File: config.mk
export PLATFORM = sky130hd
export DESIGN_NAME = moving_average_min_max_normalizer_flat
export DESIGN_NICKNAME = d
export VERILOG_FILES = /design/src/mamn_pkg.sv /design/src/mamn_in_if.sv /design/src/mamn_out_if.sv /design/src/mamn_divider.sv /design/src/mamn_front.sv /design/src/mamn_back.sv /design/src/moving_average_min_max_normalizer.sv /design/src/flat_wrapper.sv
export SDC_FILE = /design/constraint.sdc
export NUM_CORES = 1
export LEC_CHECK = 0
export BUFFER_PORTS_ARGS = -buffer_cell sky130_fd_sc_hd__clkbuf_2
export CAP_MARGIN = 25
export CORE_ASPECT_RATIO = 1.5
export CORE_MARGIN = 8
export CORE_UTILIZATION = 30
export DETAILED_ROUTE_END_ITERATION = 8
export PLACE_DENSITY_LB_ADDON = 0.12
export SYNTH_ARGS = -nofsm -noshare
export SYNTH_HDL_FRONTEND = slang
export SYNTH_SLANG_ARGS = --single-unit
export TNS_END_PERCENT = 100
File: constraint.sdc
create_clock -name clk -period 9.9 [get_ports clk]
set_input_delay 1.98 -clock clk [delete_from_list [all_inputs] [get_ports clk]]
set_output_delay 1.98 -clock clk [all_outputs]
set_load 0.1 [all_outputs]
File: src/mamn_pkg.sv
`default_nettype none
// ----------------------------------------------------------------------------
// mamn_pkg: shared types and constants of the moving-average normaliser
// Window depth, field widths, limits and the front/back command word.
// ----------------------------------------------------------------------------
package mamn_pkg;

  localparam int WINDOW_SIZE = 8;
  localparam int SLOT_W      = (WINDOW_SIZE > 1) ? $clog2(WINDOW_SIZE) : 1;
  localparam int FILL_W      = $clog2(WINDOW_SIZE + 1);
  localparam int SUM_W       = 12 + $clog2(WINDOW_SIZE + 1);

  localparam logic [11:0] RAW_MAX       = 12'hFFF;
  localparam logic [19:0] MEAN_MAX      = 20'd1048320;
  localparam logic [19:0] ONE_LSB_Q8    = 20'd256;

  localparam int QUEUE_DEPTH = 2;

  // word passed from the front part to the back part
  typedef struct packed {
    logic [11:0]      sample;
    logic [SUM_W-1:0] sum;
    logic [FILL_W-1:0] fill;
  } mamn_cmd_t;

  typedef struct packed {
    logic [11:0] raw_value;
    logic [19:0] mean_value;
    logic [16:0] raw_normalized;
    logic [16:0] mean_normalized;
    logic [31:0] items_done;
  } mamn_res_t;

endpackage
`default_nettype wire

File: src/mamn_in_if.sv
`default_nettype none
// ----------------------------------------------------------------------------
// mamn_in_if: sample channel
// Valid/ready channel carrying one converter sample per word.
// ----------------------------------------------------------------------------
interface mamn_in_if;
  logic        valid;
  logic        ready;
  logic [11:0] sample;
  modport source (output valid, output sample, input ready);
  modport sink   (input valid, input sample, output ready);
endinterface
`default_nettype wire

File: src/mamn_out_if.sv
`default_nettype none
// ----------------------------------------------------------------------------
// mamn_out_if: result channel
// Valid/ready channel carrying mean and normalised values per word.
// ----------------------------------------------------------------------------
interface mamn_out_if;
  logic        valid;
  logic        ready;
  logic [11:0] raw_value;
  logic [19:0] mean_value;
  logic [16:0] raw_normalized;
  logic [16:0] mean_normalized;
  logic [31:0] items_done;
  modport source (output valid, output raw_value, output mean_value,
                  output raw_normalized, output mean_normalized,
                  output items_done, input ready);
  modport sink   (input valid, input raw_value, input mean_value,
                  input raw_normalized, input mean_normalized,
                  input items_done, output ready);
endinterface
`default_nettype wire

File: src/mamn_divider.sv
`default_nettype none
// ----------------------------------------------------------------------------
// mamn_divider: radix-2 restoring divider
// 20-bit quotient of a 36-bit dividend by a 20-bit divisor, one bit a cycle.
// ----------------------------------------------------------------------------
module mamn_divider
  import mamn_pkg::*;
(
  input  wire logic        clk,
  input  wire logic        rst_n,
  input  wire logic        start,
  input  wire logic [35:0] dividend,
  input  wire logic [19:0] divisor,
  output logic             done,
  output logic [19:0]      quotient
);

  // the mean fits 20 bits and a normalised value 17 bits; the mean normalise
  // dividend is a 20-bit difference shifted by 16, so carry 36 steps.
  logic [35:0] quo_r, quo_nxt;
  logic [20:0] rem_r, rem_nxt;
  logic [5:0]  cnt_r, cnt_nxt;
  logic        busy_r, busy_nxt;
  logic        done_r, done_nxt;
  logic [20:0] trial;

  always_comb begin
    quo_nxt  = quo_r;
    rem_nxt  = rem_r;
    cnt_nxt  = cnt_r;
    busy_nxt = busy_r;
    done_nxt = 1'b0;
    trial    = {rem_r[19:0], quo_r[35]};
    if (start) begin
      quo_nxt  = dividend;
      rem_nxt  = '0;
      cnt_nxt  = 6'd35;
      busy_nxt = 1'b1;
    end else if (busy_r) begin
      if (trial >= {1'b0, divisor}) begin
        rem_nxt = trial - {1'b0, divisor};
        quo_nxt = {quo_r[34:0], 1'b1};
      end else begin
        rem_nxt = trial;
        quo_nxt = {quo_r[34:0], 1'b0};
      end
      if (cnt_r == 6'd0) begin
        busy_nxt = 1'b0;
        done_nxt = 1'b1;
      end else begin
        cnt_nxt = cnt_r - 6'd1;
      end
    end
  end

  always_ff @(posedge clk) begin
    if (!rst_n) begin
      busy_r <= 1'b0;
      done_r <= 1'b0;
    end else begin
      busy_r <= busy_nxt;
      done_r <= done_nxt;
    end
    quo_r <= quo_nxt;
    rem_r <= rem_nxt;
    cnt_r <= cnt_nxt;
  end

  assign done     = done_r;
  assign quotient = (quo_r[35:20] != '0) ? 20'hFFFFF : quo_r[19:0];

endmodule
`default_nettype wire

File: src/mamn_front.sv
`default_nettype none
// ----------------------------------------------------------------------------
// mamn_front: window front end
// Accepts samples, updates the ring and running sum, queues a command word.
// ----------------------------------------------------------------------------
module mamn_front
  import mamn_pkg::*;
(
  input  wire logic  clk,
  input  wire logic  rst_n,
  mamn_in_if.sink    in_ch,
  output logic       cmd_valid,
  output mamn_cmd_t  cmd,
  input  wire logic  cmd_pop
);

  logic [11:0]       ring_r [WINDOW_SIZE];
  logic [SUM_W-1:0]  sum_r;
  logic [SLOT_W-1:0] slot_r;
  logic [FILL_W-1:0] fill_r;
  mamn_cmd_t         q_r [QUEUE_DEPTH];
  logic [1:0]        cnt_r;
  logic              rd_r, wr_r;
  logic              acc;
  logic [SUM_W-1:0]  sum_nxt;

  assign in_ch.ready = (cnt_r != 2'(QUEUE_DEPTH));
  assign acc         = in_ch.valid && in_ch.ready;
  assign sum_nxt     = sum_r - SUM_W'(ring_r[slot_r]) + SUM_W'(in_ch.sample);
  assign cmd_valid   = (cnt_r != 2'd0);
  assign cmd         = q_r[rd_r];

  always_ff @(posedge clk) begin
    if (!rst_n) begin
      for (int i = 0; i < WINDOW_SIZE; i++) ring_r[i] <= '0;
      sum_r  <= '0;
      slot_r <= '0;
      fill_r <= '0;
      cnt_r  <= '0;
      rd_r   <= 1'b0;
      wr_r   <= 1'b0;
    end else begin
      if (acc) begin
        ring_r[slot_r] <= in_ch.sample;
        sum_r          <= sum_nxt;
        slot_r <= (slot_r == SLOT_W'(WINDOW_SIZE - 1)) ? '0 : slot_r + SLOT_W'(1);
        if (fill_r != FILL_W'(WINDOW_SIZE)) fill_r <= fill_r + FILL_W'(1);
        q_r[wr_r] <= '{sample: in_ch.sample, sum: sum_nxt,
                       fill: (fill_r != FILL_W'(WINDOW_SIZE)) ?
                             fill_r + FILL_W'(1) : fill_r};
        wr_r <= ~wr_r;
      end
      if (cmd_pop) rd_r <= ~rd_r;
      cnt_r <= cnt_r + 2'(acc) - 2'(cmd_pop);
    end
  end

endmodule
`default_nettype wire

File: src/mamn_back.sv
`default_nettype none
// ----------------------------------------------------------------------------
// mamn_back: mean and normalise back end
// Runs three divisions per word on a shared divider and tracks min/max.
// ----------------------------------------------------------------------------
module mamn_back
  import mamn_pkg::*;
(
  input  wire logic  clk,
  input  wire logic  rst_n,
  input  wire logic  cmd_valid,
  input  mamn_cmd_t  cmd,
  output logic       cmd_pop,
  mamn_out_if.source out_ch
);

  typedef enum logic [4:0] {
    S_IDLE = 5'b00001,
    S_MEAN = 5'b00010,
    S_RAWN = 5'b00100,
    S_MNN  = 5'b01000,
    S_OUT  = 5'b10000
  } state_t;

  state_t      st_r;
  mamn_cmd_t   c_r;
  logic [11:0] rmin_r, rmax_r;
  logic [19:0] mmin_r, mmax_r;
  logic [19:0] mean_r;
  logic [16:0] rn_r, mn_r;
  logic [31:0] cnt_r;
  logic        wait_r;
  mamn_res_t   res_r;
  logic        ov_r;

  logic        go, done;
  logic [35:0] dvd;
  logic [19:0] dvs;
  logic [19:0] quo;
  logic [11:0] rmin_n, rmax_n;
  logic [19:0] mmin_n, mmax_n, mean_c;

  mamn_divider u_div (.clk(clk), .rst_n(rst_n), .start(go), .dividend(dvd),
                      .divisor(dvs), .done(done), .quotient(quo));

  assign rmin_n = (c_r.sample < rmin_r) ? c_r.sample : rmin_r;
  assign rmax_n = (c_r.sample > rmax_r) ? c_r.sample : rmax_r;
  assign mean_c = (quo > MEAN_MAX) ? MEAN_MAX : quo;
  assign mmin_n = (mean_r < mmin_r) ? mean_r : mmin_r;
  assign mmax_n = (mean_r > mmax_r) ? mean_r : mmax_r;

  assign cmd_pop = (st_r == S_IDLE) && cmd_valid;

  always_comb begin
    go  = 1'b0;
    dvd = '0;
    dvs = 20'd1;
    unique case (st_r)
      S_MEAN: begin
        dvd = 36'({c_r.sum, 8'd0});
        dvs = 20'(c_r.fill);
        go  = wait_r;
      end
      S_RAWN: begin
        dvd = 36'({12'(c_r.sample - rmin_n), 16'd0});
        dvs = (rmax_n == rmin_n) ? 20'd1 : 20'(rmax_n - rmin_n);
        go  = wait_r;
      end
      S_MNN: begin
        dvd = {20'(mean_r - mmin_n), 16'd0};
        dvs = ((mmax_n - mmin_n) < ONE_LSB_Q8) ? 20'd1 : mmax_n - mmin_n;
        go  = wait_r;
      end
      default: ;
    endcase
  end

  always_ff @(posedge clk) begin
    if (!rst_n) begin
      st_r   <= S_IDLE;
      wait_r <= 1'b0;
      ov_r   <= 1'b0;
      rmin_r <= RAW_MAX;
      rmax_r <= '0;
      mmin_r <= MEAN_MAX;
      mmax_r <= '0;
      cnt_r  <= '0;
    end else begin
      // load a new word or drop the one taken
      if ((st_r == S_OUT) && (!ov_r || out_ch.ready)) ov_r <= 1'b1;
      else if (out_ch.ready) ov_r <= 1'b0;
      unique case (st_r)
        S_IDLE: if (cmd_valid) begin
          c_r    <= cmd;
          wait_r <= 1'b1;
          st_r   <= S_MEAN;
        end
        S_MEAN: begin
          wait_r <= 1'b0;
          if (done) begin
            mean_r <= mean_c;
            wait_r <= 1'b1;
            st_r   <= S_RAWN;
          end
        end
        S_RAWN: begin
          wait_r <= 1'b0;
          if (done) begin
            rn_r   <= (rmax_n == rmin_n) ? 17'd0 : quo[16:0];
            rmin_r <= rmin_n;
            rmax_r <= rmax_n;
            wait_r <= 1'b1;
            st_r   <= S_MNN;
          end
        end
        S_MNN: begin
          wait_r <= 1'b0;
          if (done) begin
            mn_r   <= ((mmax_n - mmin_n) < ONE_LSB_Q8) ? 17'd0 : quo[16:0];
            mmin_r <= mmin_n;
            mmax_r <= mmax_n;
            st_r   <= S_OUT;
          end
        end
        S_OUT: if (!ov_r || out_ch.ready) begin
          res_r <= '{raw_value: c_r.sample, mean_value: mean_r,
                     raw_normalized: rn_r, mean_normalized: mn_r,
                     items_done: cnt_r + 32'd1};
          cnt_r <= cnt_r + 32'd1;
          st_r  <= S_IDLE;
        end
        default: st_r <= S_IDLE;
      endcase
    end
  end

  assign out_ch.valid           = ov_r;
  assign out_ch.raw_value       = res_r.raw_value;
  assign out_ch.mean_value      = res_r.mean_value;
  assign out_ch.raw_normalized  = res_r.raw_normalized;
  assign out_ch.mean_normalized = res_r.mean_normalized;
  assign out_ch.items_done      = res_r.items_done;

endmodule
`default_nettype wire

File: src/moving_average_min_max_normalizer.sv
`default_nettype none
// ----------------------------------------------------------------------------
// moving_average_min_max_normalizer: windowed mean with min-max normalising
// The back end handles one sample at a time: it takes the word from the queue,
// runs three 36-step divisions (mean, raw normalise, mean normalise) one after
// another on one shared radix-2 divider, loads the output register, and only
// then takes the next word. A two-word queue between the front and back ends
// lets samples be taken while a result waits; the result sits in an output
// register and a stalled output holds the back end.
// ----------------------------------------------------------------------------
module moving_average_min_max_normalizer
  import mamn_pkg::*;
(
  input  wire logic clk,
  input  wire logic rst_n,
  mamn_in_if.sink   in_ch,
  mamn_out_if.source out_ch
);

  logic      cmd_valid, cmd_pop;
  mamn_cmd_t cmd;

  mamn_front u_front (.clk(clk), .rst_n(rst_n), .in_ch(in_ch),
                      .cmd_valid(cmd_valid), .cmd(cmd), .cmd_pop(cmd_pop));

  mamn_back u_back (.clk(clk), .rst_n(rst_n), .cmd_valid(cmd_valid), .cmd(cmd),
                    .cmd_pop(cmd_pop), .out_ch(out_ch));

endmodule
`default_nettype wire

File: src/flat_wrapper.sv
// flat-port wrapper written by rule: the top's interface ports become plain ports
module moving_average_min_max_normalizer_flat import mamn_pkg::*;
  (clk, rst_n, in_ch_valid, in_ch_sample, in_ch_ready, out_ch_valid, out_ch_raw_value, out_ch_mean_value, out_ch_raw_normalized, out_ch_mean_normalized, out_ch_items_done, out_ch_ready);
  mamn_in_if in_ch_i ();
  mamn_out_if out_ch_i ();
  input  wire logic clk;
  input  wire logic rst_n;
  input wire logic [$bits(in_ch_i.valid)-1:0] in_ch_valid;
  input wire logic [$bits(in_ch_i.sample)-1:0] in_ch_sample;
  output wire logic [$bits(in_ch_i.ready)-1:0] in_ch_ready;
  output wire logic [$bits(out_ch_i.valid)-1:0] out_ch_valid;
  output wire logic [$bits(out_ch_i.raw_value)-1:0] out_ch_raw_value;
  output wire logic [$bits(out_ch_i.mean_value)-1:0] out_ch_mean_value;
  output wire logic [$bits(out_ch_i.raw_normalized)-1:0] out_ch_raw_normalized;
  output wire logic [$bits(out_ch_i.mean_normalized)-1:0] out_ch_mean_normalized;
  output wire logic [$bits(out_ch_i.items_done)-1:0] out_ch_items_done;
  input wire logic [$bits(out_ch_i.ready)-1:0] out_ch_ready;
  assign in_ch_i.valid = in_ch_valid;
  assign in_ch_i.sample = in_ch_sample;
  assign in_ch_ready = in_ch_i.ready;
  assign out_ch_valid = out_ch_i.valid;
  assign out_ch_raw_value = out_ch_i.raw_value;
  assign out_ch_mean_value = out_ch_i.mean_value;
  assign out_ch_raw_normalized = out_ch_i.raw_normalized;
  assign out_ch_mean_normalized = out_ch_i.mean_normalized;
  assign out_ch_items_done = out_ch_i.items_done;
  assign out_ch_i.ready = out_ch_ready;
  moving_average_min_max_normalizer u_core (.clk(clk), .rst_n(rst_n), .in_ch(in_ch_i), .out_ch(out_ch_i));
endmodule
==> results of run 1 <==
sequential cells by signal, summed over array words and instances, names as in the netlist, 16 cells and up, named ones only:
register,count
u_core.u_back.mn_r,17
u_core.u_back.rn_r,17
u_core.u_front.sum_r,16
u_core.u_back.u_div.rem_r,20
u_core.u_back.mmax_r,20
u_core.u_back.out_ch.mean_normalized,17
u_core.u_front.ring_r,96
u_core.u_back.out_ch.items_done,32
u_core.u_back.out_ch.raw_normalized,17
u_core.u_back.mean_r,20
u_core.u_back.mmin_r,20
u_core.u_back.cnt_r,32
u_core.u_front.q_r,64
u_core.u_back.out_ch.mean_value,20
u_core.u_back.u_div.quo_r,36
u_core.u_back.c_r,32
worst reg2reg max path, delay by kind of cell, from the launching register on:
| family | cells | cell delay [ps] |
|---|---|---|
| flip-flops | 1 | 500 |
| AO/OA/AOI/OAI | 17 | 4770 |
| adder cells (fa/ha/maj) | 3 | 860 |
| buffers and inverters | 2 | 720 |
| AND/OR/NAND/NOR | 6 | 1790 |
| multiplexers | 1 | 210 |
synthesized netlist by cell type (5+ instances only):
cell	number	area, um2
a31oi_1	19	118.9
nand2_1	203	762.0
and3_1	20	125.1
or3_1	25	156.4
fa_1	17	340.3
o211ai_1	34	255.2
inv_1	167	626.9
nand2b_1	28	175.2
a221oi_1	7	61.31
o31ai_1	9	67.56
dfxtp_1	161	3223
a21o_1	34	255.2
and2_1	89	556.8
o31a_1	5	43.79
xnor2_1	66	578.1
nor2b_1	17	106.4
or2_2	7	43.79
nor4_1	43	269.0
a22oi_1	7	52.55
a211oi_1	48	360.4
xor2_1	67	586.8
edfxtp_1	380	11410
mux4_2	24	540.5
o2111ai_1	6	52.55
o21ai_0	109	545.5
a21oi_1	118	590.6
mux2i_1	55	550.5
ha_1	168	2102
nor2_1	216	810.8
buf_1	9	33.78
clkbuf_1	94	352.8
nand3_1	50	250.2
nor3b_1	6	45.04
nand4_1	27	168.9
a21boi_0	7	52.55
mux2_2	57	641.9
o21bai_1	7	52.55
nor3_1	52	260.3
nand3b_1	7	52.55
o21a_1	15	112.6
layout make-up:
class                   instances  share of cell area, %
inverters                     168                  1.971
clock buffers                  73                  4.884
multi-input cells            1731                  38.64
clock inverters                39                  1.199
repair buffers                162                  2.890
well taps                    1251                  4.872
flip-flops and latches        541                  45.55
placed cells by master, fill, tap and decap left out, types with 25 or more instances in the layout:
master,count
a211oi_1,48
a21o_1,34
a21oi_1,118
and2_1,89
buf_4,47
clkbuf_16,59
clkbuf_2,115
dfxtp_1,161
edfxtp_1,380
ha_1,168
inv_1,167
mux2_2,57
mux2i_1,55
nand2_1,202
nand2b_1,27
nand3_1,50
nand4_1,27
nor2_1,214
nor3_1,50
nor4_1,42
o211ai_1,34
o21ai_0,109
or3_1,25
xnor2_1,66
xor2_1,67
routing by layer:
metal  vias to the layer above  track usage [%]
met1                      9467            16.24
met2                       348            29.15
met5                         -                0
li1                       9476                -
met4                         0            7.281
met3                       147            2.013
path summary, 6_finish.rpt:
| check | from | end | depth (start not counted) |
|---|---|---|---|
| setup / recovery | u_core.u_back.mean_r[18] | u_core.u_back.u_div.rem_r[4] | 29 |
| hold / removal | u_core.u_back.rn_r[4] | u_core.u_back.out_ch.raw_normalized[4] | 0 |
| setup reg to reg | u_core.u_back.mean_r[18] | u_core.u_back.u_div.rem_r[4] | 29 |
| hold reg to reg | u_core.u_back.rn_r[4] | u_core.u_back.out_ch.raw_normalized[4] | 0 |
cell families after synthesis:
family          count (synthesis)  share of synthesized area, %
compound gates                469                         10.89
xor+xnor                      133                         4.158
fa+ha+maj                     185                         8.717
buf+inv                       274                         3.716
flops                         541                         52.23
mux                           136                         6.185
simple gates                  808                         14.10
through the flow:
step / hold slack (ps) / utilization (%) / instance area [um2] / instances
after detailed placement: 404.5 / 32.54 / 30170 / 3853
after global placement: 404.8 / 32.54 / 30170 / 3853
after CTS: 419.6 / 34.65 / 32130 / 3965
after global routing: 428.4 / 34.65 / 32130 / 3965
after floorplan: 400.3 / - / 28020 / 2546
final: 418.2 / 34.65 / 32130 / 3965
power breakdown:
| part | leakage (nW) | total [W] | internal [W] | switching (W) |
|---|---|---|---|---|
| sequential | 4.74 | 0.00284 | 0.00270 | 0.000132 |
| clock | 0.959 | 0.00225 | 0.00129 | 0.000960 |
| combinational | 6.62 | 0.00193 | 0.000792 | 0.00114 |
==> out/metrics.yaml, run 1 <==
min_period_ps: 8989
coreArea_um2: 92740
powerDensity_nw_per_um2: 218.3
r2r_slack_ps: 910
netlist_instances: 2546
die_y_um: 390.3
cts_tree: "yes"
insertion_delay_ps: 650
ant_nets: 0
cp_max_fo: 21
ir_drop_mv: 0.1494
setup_ws_ps: 911.0
dr.pass1.iters: 6
report.power.total_w: 0.007014
cp.required_ps: 10400
fill_cells: 9252
overflow: 0
syn_avg_cell_area_um2: 11.00
met3WireLength_mm: 2.464
multi_input_comb_area_um2: 12410
yosys_warnings: 0
synth-edff-count: 380
status: "completed"
placementRows: 137
rsz0062_at_grt: "false"
place_ws_ps: 921.8
viasPerCell: 4.902
seq_area_um2: 14630
synth_ff_type: "edfxtp_1"
portBuffers: 115
netlist_area_um2: 28020
drive_above_1_share_pct: 13.74
start_util_pct: 30.21
detailed_place_hpwl_mm: 60.34
cap_viol_max_count: 0
cts_resized: 0
clock_skew_ps: 29.78
drt_iter0_drc: 1018
wl_met2_mm: 42.97
drcViolationCount: 0
cpMaxStageDelayCell: "a31oi_2"
worst_pin_slew_ps: 1022
path_class: "flop to flop"
area_growth_pct: 14.67
clock-sinks: 541
grtUsageTotal_pct: 15.22
cts.htree.levels: 2
antenna_found_initial: 0
cp-start-kind: "flop"
fmax_mhz: 111.2
ys_seq_area_share_pct: 52.23
met1_length_mm: 30.79
cp-end-kind: "flop"
numCtsBuffers: 59
hold_violations: 0
finalSetupViolations: 0
routed.top_layer: "met4"
slowest_delay_ps: 760
grt_max_degree: 69
hold_class: "flop to flop"
synth_seq_cells: 541
grt_pass1_vias: 20460
cp.arrival_ps: 9490
slew_headroom_pct: 31.27
die_area_um2: 103600
cts-root-buf: "clkbuf_16"
place_congestion: 0.8875
synthesis.nets: 2747
period_share_pct: 90.80
synth_cell_types: 83
grt_pass1_wl_mm: 123.4
async_flop_share_pct: 0
io_pins: 116
cp_top_family: "compound AO/OA/AOI/OAI gates"
cts_setup_buffers: 0
cts_hold_buf: 0
fin_tns_setup_ps: 0
final_max_slew_viol_count: 0
leakagePower_nw: 12.32
cp_num_buf_inv: 2
detail_route.wl_per_cell_um: 20.23
die_w_um: 265.5
clkTransAtPathRegs_ps: 60
nets: 2864
cts_buffer_depth: 3
diodes: 0
vias: 19440
drt_wl_total_mm: 80.22
No activity file was read; power rests on OpenSTA's default activity.
==> run 2, diff against run 1 <==
--- a/config.mk
+++ b/config.mk
@@ -8,7 +8,6 @@
 export BUFFER_PORTS_ARGS = -buffer_cell sky130_fd_sc_hd__clkbuf_2
 export CAP_MARGIN = 25
 export CORE_ASPECT_RATIO = 1.5
-export CORE_MARGIN = 8
 export CORE_UTILIZATION = 30
 export DETAILED_ROUTE_END_ITERATION = 8
 export PLACE_DENSITY_LB_ADDON = 0.12
==> run 2 against run 1 <==
  * Combinational power about the same
  * Design area about the same
  * Maximum frequency down 0.86%
  * Routed wire length fell by 2.7%
  * Cell count fell by 0.28%
  * Clock power fell by 3%
  * Sequential share of layout area barely moved
  * Clock skew decreased by 15 ps
  * Critical endpoint is now u_core.u_back.u_div.rem_r[0]
  * Largest cell class unchanged
  * Largest power group unchanged
==> out/metrics.yaml, run 2 (same netlist as run 1, synthesis figures left out) <==
status: "completed"
regMostFlops: "u_core.u_front.ring_r"
fin_tns_setup_ps: 0  # unchanged
fmax_mhz: 110.3  # -0.86%
vias: 19320  # -0.63%
fin_area_um2: 32100  # about the same
diodes: 0  # unchanged
grt_pass1_wl_mm: 119.7  # -3.0%
cts.htree.levels: 2  # unchanged
cp.required_ps: 10460  # +60 ps
min_period_ps: 9067  # +77.91 ps
ir_drop_mv: 0.1362  # -8.8%
slew_headroom_pct: 34.92  # +3.7 points
final_common_cell: "edfxtp_1"
portBuffers: 115  # unchanged
insertion_delay_ps: 630  # -20 ps
rsz0062_at_grt: "false"
grt_max_degree: 71  # +2.9%
grt_pass1_vias: 19780  # -3.3%
numCtsBuffers: 58  # -1.7%
placementRows: 136  # -0.73%
top_regs: "u_core.u_front.ring_r (96), u_core.u_front.q_r (64), u_core.u_back.u_div.quo_r (36)"
io_pins: 116  # unchanged
cpMaxStageDelayCell: "a31oi_4"
worst_pin_slew_ps: 968.1  # -54.38 ps
die_w_um: 251.5  # -5.3%
area_growth_pct: 14.56  # about the same
antenna_found_initial: 0  # unchanged
dr.pass1.iters: 5  # -1
die_y_um: 376.3  # -3.6%
nets: 2866  # +0.070%
cp.arrival_ps: 9630  # +140 ps
largest_reg_flops: 96  # unchanged
drt_wl_total_mm: 78.07  # -2.7%
final_max_slew_viol_count: 0  # unchanged
coreArea_um2: 92060  # -0.73%
die_area_um2: 94640  # -8.7%
powerDensity_nw_per_um2: 216.5  # -0.85%
use_met2_pct: 31.07  # +1.9 points
hold_class: "flop to flop"
hold_violations: 0  # unchanged
period_share_pct: 91.59  # +0.79 points
start_util_pct: 30.43  # +0.22 points
cp_max_fo: 18  # -14%
finalSetupViolations: 0  # unchanged
cts_tree: "yes"
place_congestion: 0.8706  # -1.9%
detailed_place_hpwl_mm: 58.54  # -3.0%
drive_above_1_share_pct: 13.75  # about the same
cts_buffer_depth: 3  # unchanged
overflow: 0  # unchanged
grtUsageTotal_pct: 16.47  # +1.2 points
ant_nets: 0  # unchanged
leakagePower_nw: 12.28  # -0.30%
clock-sinks: 541  # unchanged
clock_skew_ps: 15.00  # -14.79 ps
most-common-layout-cells: "edfxtp_1, nor2_1, nand2_1"
cts-root-buf: "clkbuf_16"
cap_viol_max_count: 0  # unchanged
drt_iter0_drc: 965  # -5.2%
path_class: "flop to flop"
cp-start-kind: "flop"
post-route-util_pct: 34.87  # +0.22 points
drcViolationCount: 0  # unchanged
slowest_delay_ps: 700  # -60 ps
viasPerCell: 4.885  # -0.36%
cp-end-kind: "flop"
grtUsageMet3_pct: 1.955  # -0.058 points
met1_usage_pct: 18.27  # +2.0 points
clkTransAtPathRegs_ps: 60  # about the same
detail_route.wl_per_cell_um: 19.74  # -2.4%
placed_cell_area_um2: 30210  # +0.10%
grt-busiest-layer: "met2"
==> run 2: cell types whose count changed in the layout (fill, tap and decap cells not counted), moves of 3 or more <==
cell,previous run,this run
clkbuf_1,10,14
clkbuf_8,4,7
clkinvlp_4,3,8
clkinv_1,9,3
clkinv_2,15,8
==> run 2: cell type report <==
class                      instances  area, um2
clock buffer                      79       1600
timing repair buffer             165      970.9
clock inverter                    28      282.8
sequential                       541      14630
fill                            9197      59960
inverter                         168      633.1
multi-input combinational       1731      12420
tap                             1242       1554
==> run 2: worst max-delay path: cells and delay by family (launching register included) <==
| family | cells | cell delay, ps |
|---|---|---|
| AO/OA/AOI/OAI | 15 | 4520 |
| adder cells (fa/ha/maj) | 3 | 1100 |
| AND/OR/NAND/NOR | 5 | 1060 |
| multiplexers | 2 | 900 |
| buffers and inverters | 3 | 650 |
| flip-flops | 1 | 530 |
| XOR/XNOR | 1 | 210 |
==> run 2: report_power, final <==
group          internal, W  leakage (nW)  total [W]  switching (W)
clock              0.00124         0.900    0.00218       0.000944
combinational     0.000797          6.65    0.00193        0.00113
sequential         0.00270          4.74    0.00283       0.000130
total              0.00474          12.3    0.00695        0.00221
==> run 2: layer usage <==
| layer | vias to the layer above | wire length, um | share of wire, % |
|---|---|---|---|
| met1 | 9423 | 30950 | 40 |
| met5 | - | 0 | 0 |
| li1 | 9484 | - | - |
| met2 | 289 | 41810 | 54 |
| met3 | 119 | 1952 | 2.5 |
| met4 | 0 | 3351 | 4.3 |
==> run 2: worst paths after layout <==
path | start | end | slack (ps) | cells past startpoint
setup / recovery | u_core.u_back.mean_r[18] | u_core.u_back.u_div.rem_r[0] | 830 | 29
hold / removal | u_core.u_back.mn_r[2] | u_core.u_back.out_ch.mean_normalized[2] | 420 | 0
setup reg to reg | u_core.u_back.mean_r[18] | u_core.u_back.u_div.rem_r[0] | 830 | 29
hold reg to reg | u_core.u_back.mn_r[2] | u_core.u_back.out_ch.mean_normalized[2] | 420 | 0
==> run 2: through the flow <==
step,instances,hold slack [ps],setup WS (ps),power (W)
4_1_cts,3954,419.0,849.3,0.007058
6_report,3954,417.6,833.0,0.006948
3_5_place_dp,3847,404.5,867.1,0.004832
3_3_place_gp,3846,409.6,1024,0.004808
2_1_floorplan,2546,400.3,2129,0.004274
5_1_grt,3954,423.1,164.1,0.007353
==> run 2: what timing repair did <==
action	4_1_cts	5_1_grt
buffers inserted	0	0
endpoints found under the hold margin	0	0
hold buffers	0	0
setup endpoints to repair	0	1
resized for setup	0	1
